==> src/design/gld_pkg.sv <==
// Shared types and constants for the GIF LZW decoder.
`default_nettype none
package gld_pkg;

  // Request codes as they arrive on the input channel.
  localparam logic [1:0] REQ_PUSH  = 2'd0;
  localparam logic [1:0] REQ_PULL  = 2'd1;
  localparam logic [1:0] REQ_START = 2'd2;

  // Result status codes.
  localparam logic [2:0] ST_OK      = 3'd0;
  localparam logic [2:0] ST_FULL    = 3'd1;
  localparam logic [2:0] ST_NEED    = 3'd2;
  localparam logic [2:0] ST_END     = 3'd3;
  localparam logic [2:0] ST_CORRUPT = 3'd4;

  // Root size limits and reset value.
  localparam logic [3:0] ROOT_MIN   = 4'd2;
  localparam logic [3:0] ROOT_MAX   = 4'd8;
  localparam logic [3:0] ROOT_RESET = 4'd8;

  // Classified command handed from the front end to the engine.
  typedef enum logic [1:0] {
    CMD_PUSH,
    CMD_PULL,
    CMD_START,
    CMD_NOP
  } cmd_kind_t;

  typedef struct packed {
    cmd_kind_t  kind;
    logic [7:0] data;
  } cmd_t;

  // Engine sequencer states.
  typedef enum logic [2:0] {
    S_IDLE,
    S_POP,
    S_CHECK,
    S_FETCH,
    S_CODE,
    S_WALK_CHK,
    S_WALK
  } eng_state_t;

endpackage
`default_nettype wire

==> src/design/gld_front.sv <==
// Front end: accepts request beats, classifies them and queues commands.
`default_nettype none
module gld_front
  import gld_pkg::*;
(
  input  wire logic       clk,
  input  wire logic       rst_n,
  input  wire logic       in_tvalid,
  output logic            in_tready,
  input  wire logic [7:0] in_tdata,
  input  wire logic [1:0] in_tuser,
  output logic            cmd_valid,
  output cmd_t            cmd,
  input  wire logic       cmd_pop
);

  cmd_t       q_r [2];
  logic       wp_r, wp_nxt;
  logic       rp_r, rp_nxt;
  logic [1:0] cnt_r, cnt_nxt;
  cmd_t       cls;
  logic       push;

  // Map the request code to a command kind.
  always_comb begin
    cls.data = in_tdata;
    unique case (in_tuser)
      REQ_PUSH:  cls.kind = CMD_PUSH;
      REQ_PULL:  cls.kind = CMD_PULL;
      REQ_START: cls.kind = CMD_START;
      default:   cls.kind = CMD_NOP;
    endcase
  end

  assign in_tready = (cnt_r != 2'd2);
  assign push      = in_tvalid && in_tready;
  assign cmd_valid = (cnt_r != 2'd0);
  assign cmd       = q_r[rp_r];

  // Queue pointer and fill count update.
  always_comb begin
    wp_nxt  = push ? ~wp_r : wp_r;
    rp_nxt  = cmd_pop ? ~rp_r : rp_r;
    cnt_nxt = cnt_r + {1'b0, push} - {1'b0, cmd_pop};
  end

  always_ff @(posedge clk) begin
    if (!rst_n) begin
      wp_r  <= 1'b0;
      rp_r  <= 1'b0;
      cnt_r <= 2'd0;
    end else begin
      wp_r  <= wp_nxt;
      rp_r  <= rp_nxt;
      cnt_r <= cnt_nxt;
    end
  end

  always_ff @(posedge clk) begin
    if (push) begin
      q_r[wp_r] <= cls;
    end
  end

  pop_nonempty: assert property (@(posedge clk) disable iff (!rst_n) cmd_pop |-> cmd_valid)
    else $error("command popped from an empty queue");
  fill_bound: assert property (@(posedge clk) disable iff (!rst_n) cnt_r <= 2'd2)
    else $error("queue fill count beyond depth");
  no_push_full: assert property (@(posedge clk) disable iff (!rst_n)
    cnt_r == 2'd2 |-> !push)
    else $error("beat accepted into a full queue");

endmodule
`default_nettype wire

==> config.mk <==
export PLATFORM = sky130hd
export DESIGN_NAME = gld_front
export DESIGN_NICKNAME = d
export VERILOG_FILES = /design/src/design/gld_pkg.sv /design/src/design/gld_front.sv
export SDC_FILE = /design/constraint.sdc
export NUM_CORES = 1
export LEC_CHECK = 0
export BUFFER_PORTS_ARGS = -buffer_cell sky130_fd_sc_hd__buf_2
export CORE_MARGIN = 4
export CORE_UTILIZATION = 45
export CTS_CLUSTER_DIAMETER = 80
export CTS_CLUSTER_SIZE = 10
export DETAILED_ROUTE_END_ITERATION = 10
export GPL_ROUTABILITY_DRIVEN = 0
export PLACE_DENSITY_LB_ADDON = 0.15
export SYNTH_ARGS = -nofsm -noshare
export SYNTH_HDL_FRONTEND = slang
export SYNTH_SLANG_ARGS = --single-unit
==> constraint.sdc <==
create_clock -name clk -period 3.7 [get_ports clk]
set_clock_uncertainty 0.2 [all_clocks]
set_input_delay 0.37 -clock clk [delete_from_list [all_inputs] [get_ports clk]]
set_output_delay 0.37 -clock clk [all_outputs]
set_load 0.1 [all_outputs]
[Word-level counts from Yosys, hierarchy flattened]
Memory sizes are Yosys's and may differ from the RTL's. A register that Yosys moved wholly into a read port is not among the register bits.
Cells that the tools add are included.
Storage, ports and cells
  flip-flop bits (word level): 4
  RAM bits: 20
  bits of input ports: 14
  word-level logic and storage cells: 19
  memories: 1
Memory list
  q_r: words 2, bits a word 10, read ports 1, clocked after Yosys merged registers in 1, wr ports 1, RTL line gld_front.sv:17  | cmd_t q_r [2];
Operators by class
  add/sub/neg operators: 2
  equal/unequal tests: 3
  muxes and demuxes: 5
  bitwise logic cells: 2
  reductions and logical operators: 3
Operators with widths (count)
  2-bit case mux with 3 select lines: 1
  1-bit 2-to-1 mux: 4
  2-bit by 1-bit adder with 2-bit output: 1
  2-bit by 1-bit == test with 1-bit output (second input constant): 1
  2-bit == test (second input constant): 1
  2-bit zero test: 1
  2-bit inequality test (second input constant): 1
  1-bit NOT: 2
  2-bit nonzero test: 1
  2-bit by 1-bit subtractor with 2-bit output: 1
  1-bit logical AND: 1

[Depth between registers and ports, before layout]
  depth after elaboration: 4
  mapped depth: 7
  mapped depth without buffers: 7

[Worst setup path before layout]
No wires, ideal clock.
  kind: flip-flop to flip-flop
  from: reg cnt_r[0]
  to: reg cnt_r[1]
  setup time: 120 ps
  arrival time: 2099 ps
  setup slack: 1282 ps
  stages on the path, launching flop included: 8
  clock period less this slack: 2418 ps
  cells stage by stage: dfxtp_1 > nand2b_1 > nand2_1 > xnor2_1 > ha_1 > nand3b_1 > mux2i_1 > a211o_1
Between the ends
  longest elaborated chain between the ends: 4
Ends and longest elaborated chain
  start: declaration: RTL line gld_front.sv:20  | logic [1:0] cnt_r, cnt_nxt;
  start signal: assignment: RTL line gld_front.sv:55  | cnt_r <= cnt_nxt;
  2-bit inequality test: RTL line gld_front.sv:35  | assign in_tready = (cnt_r != 2'd2);
  net in_tready: RTL line gld_front.sv:9  | output logic in_tready,
  1-bit logical AND: RTL line gld_front.sv:36  | assign push = in_tvalid && in_tready;
  2-bit by 1-bit adder with 2-bit output: RTL line gld_front.sv:44  | cnt_nxt = cnt_r + {1'b0, push} - {1'b0, cmd_pop};
  2-bit by 1-bit subtractor with 2-bit output: RTL line gld_front.sv:44
The timed path passes the listed nets, and every way through them passes these cells.
A chain may end at the register's enable or synchronous reset.

==> flow_summary.ini <==
[finish]
drive_above_1_share_pct = 48.3
area_growth_syn_to_layout_pct = 17.8
design_area_sq_um = 1170
seq_area_sq_um = 701
finalNetCount = 103
diodes = 0
multiInputGateArea_sq_um = 272
nFillCells = 178

[worst_setup_path]
end_kind = output pin
crit_type = register to output pin
cp.arrival_ns = 1.62
required_ns = 3.13
critPathLaunchType = register
cp_max_fo = 10

[logic_synthesis]
ys_seq_elements = 25
syn_nets = 76
syn_area_per_cell_sq_um = 16.3
synth_cell_type_count = 23
syn_inst = 61
yosys_warnings = 0
synth_area_sq_um = 992
ys_seq_area_share_pct = 70.6

[sta]
timing.final.crit_period_ns = 2.19
relSlewSlack_pct = 66.9
finalSetupTns_ns = 0
max_freq_ghz = 0.457
period_share_pct = 59.2
rsz0062_at_grt = false
hold_slack_ns = 0.0347
hold_viol_final = 0
worstMarginPinSlew_ns = 0.496
final_max_slew_viol_count = 0
setup_viol = 0

[power_and_ir_drop]
power_density_nw_per_um2 = 602
ir_worst_vdd_mv = 0.337
power.total_w = 0.000704
power_leakage_nw = 0.460

[grt]
overflow = 0
grt_pass1_wl_mm = 2.20
grt_util_all_layers_pct = 11.0
first_global_vias = 530
grt_max_degree = 16
antenna_found_initial = 0

[floorplanning]
die_w_um = 55.0
start_util_pct = 49.1
pin_count = 26
die_y_um = 55.0
fp-row-count = 16
dieArea_sq_um = 3020
core_area_sq_um = 2020

[run]
timing.max_cap.violations = 0

[detailed_routing]
drcViolationCount = 0
viasPerCell = 4.82
wirelength_mm = 1.47
drtIter0Drc = 8
ant_nets = 0
via_count = 549
routedWlPerCell_um = 12.9
firstDrtPassIters = 3

[clock_tree]
clkSlewWorstSetupHoldPaths_ns = 0.13
clk_path_buf_depth = 2
htree_levels = 1
cts_root_buffer = clkbuf_4
clock_latency_ns = 0.31
cts_tree = yes
clock-sinks = 25
postCtsSetupRepairBufs = 0
postCtsResizedCells = 0
cts_buffers = 3
hold_buffers = 0

[placed_design]
port-buffer-count = 25
placed_area_sq_um = 1140

[worst_hold_path]
holdCritPathClass = primary input to register

[status]
run_status = finished, final reports clean
[power by group]
part / internal (W) / total [W] / leakage, nW / switching (W)
combinational: 0.0000496 / 0.000237 / 0.218 / 0.000187
sequential: 0.000333 / 0.000348 / 0.228 / 0.0000145
clock: 0.0000412 / 0.000119 / 0.0139 / 0.0000780
[critical path: stages (launching register included)]
cell and delay [ns]:
dfxtp_1 0.63, mux2_2 0.39, buf_2 0.29
[per-stage QoR]
| stage | worst slack, ns | utilization (%) | instances |
|---|---|---|---|
| final | 1.51 | 57.8 | 114 |
| after global routing | 1.43 | 57.8 | 114 |
| after CTS | 1.48 | 57.8 | 114 |
| after detailed placement | 1.85 | 56.3 | 110 |
| after global placement | 1.86 | 56.3 | 110 |
| after floorplan | 1.28 | - | 61 |
[logic make-up (layout without fill, tap and decap cells)]
logic type	Yosys count	in the layout	synth area share, %
xor gates and xnor gates	2	2	1.77
adders and majority gates	1	1	1.26
buffers and inverters	5	31	2.02
and+or+nand+nor	12	12	7.44
DFF	25	25	70.6
AOI/OAI and AO/OA	5	5	4.54
muxes	11	11	12.4
[sequential cells by signal, summed over array words and instances, names as in the netlist, named ones only]
signal and cells:
rp_r 1, q_r 20, cnt_r 2, wp_r 1
[layout by cell type (no fill, tap or decap)]
cell / n
buf_2: 25
edfxtp_1: 20
mux2_2: 10
dfxtp_1: 5
and2_1: 3
clkbuf_4: 3
nand2_1: 2
nand3b_1: 2
inv_1: 2
nand2b_1: 1
xnor2_1: 1
or2_2: 1
and3_1: 1
xor2_1: 1
a21bo_2: 1
a21boi_1: 1
nor4b_1: 1
a211oi_1: 1
nand3_1: 1
a21boi_2: 1
mux2i_1: 1
a211o_1: 1
ha_1: 1
clkinvlp_4: 1
[cell usage after synthesis (all sizes together)]
cell / number / area share [%]
inv: 2 / 0.76
nand3b: 2 / 1.5
nand2b: 1 / 0.63
mux2: 10 / 11
a211o: 1 / 0.88
a21bo: 1 / 1.0
ha: 1 / 1.3
nor4b: 1 / 0.88
clkbuf: 2 / 0.76
and3: 1 / 0.63
xnor2: 1 / 0.88
dfxtp: 5 / 10
mux2i: 1 / 1.0
nand3: 1 / 0.50
xor2: 1 / 0.88
a211oi: 1 / 0.76
buf: 1 / 0.50
and2: 3 / 1.9
or2: 1 / 0.63
nand2: 2 / 0.76
edfxtp: 20 / 61
a21boi: 2 / 1.9
[path summary, 6_finish.rpt]
| kind | from | end | slack, ns | depth (start not counted) |
|---|---|---|---|---|
| setup / recovery | register | cmd[0] | 1.51 | 2 |
| hold / removal | in_tdata[3] | q_r[1][3] | 0.03 | 1 |
| setup reg to reg | cnt_r[0] | cnt_r[1] | 1.95 | 7 |
| hold reg to reg | wp_r | wp_r | 0.36 | 2 |
[metal layers]
layer	part of all wire (%)	wire length, um	up-vias	global-route usage, %
met2	48	708	15	18.9
met5	0	0	-	0
met4	0.68	10	0	7.29
met1	45	656	254	11.8
met3	6.7	99	2	2.68
li1	-	-	278	-
[cell type report]
cell class                 instances  share of cell area [%]
tap                               27                    2.89
timing repair buffer              25                    10.7
inverter                           2                   0.642
sequential                        25                    60.0
multi-input combinational         31                    23.2
clock inverter                     1                   0.642
clock buffer                       3                    1.93
No activity file was read; power rests on OpenSTA's default activity.
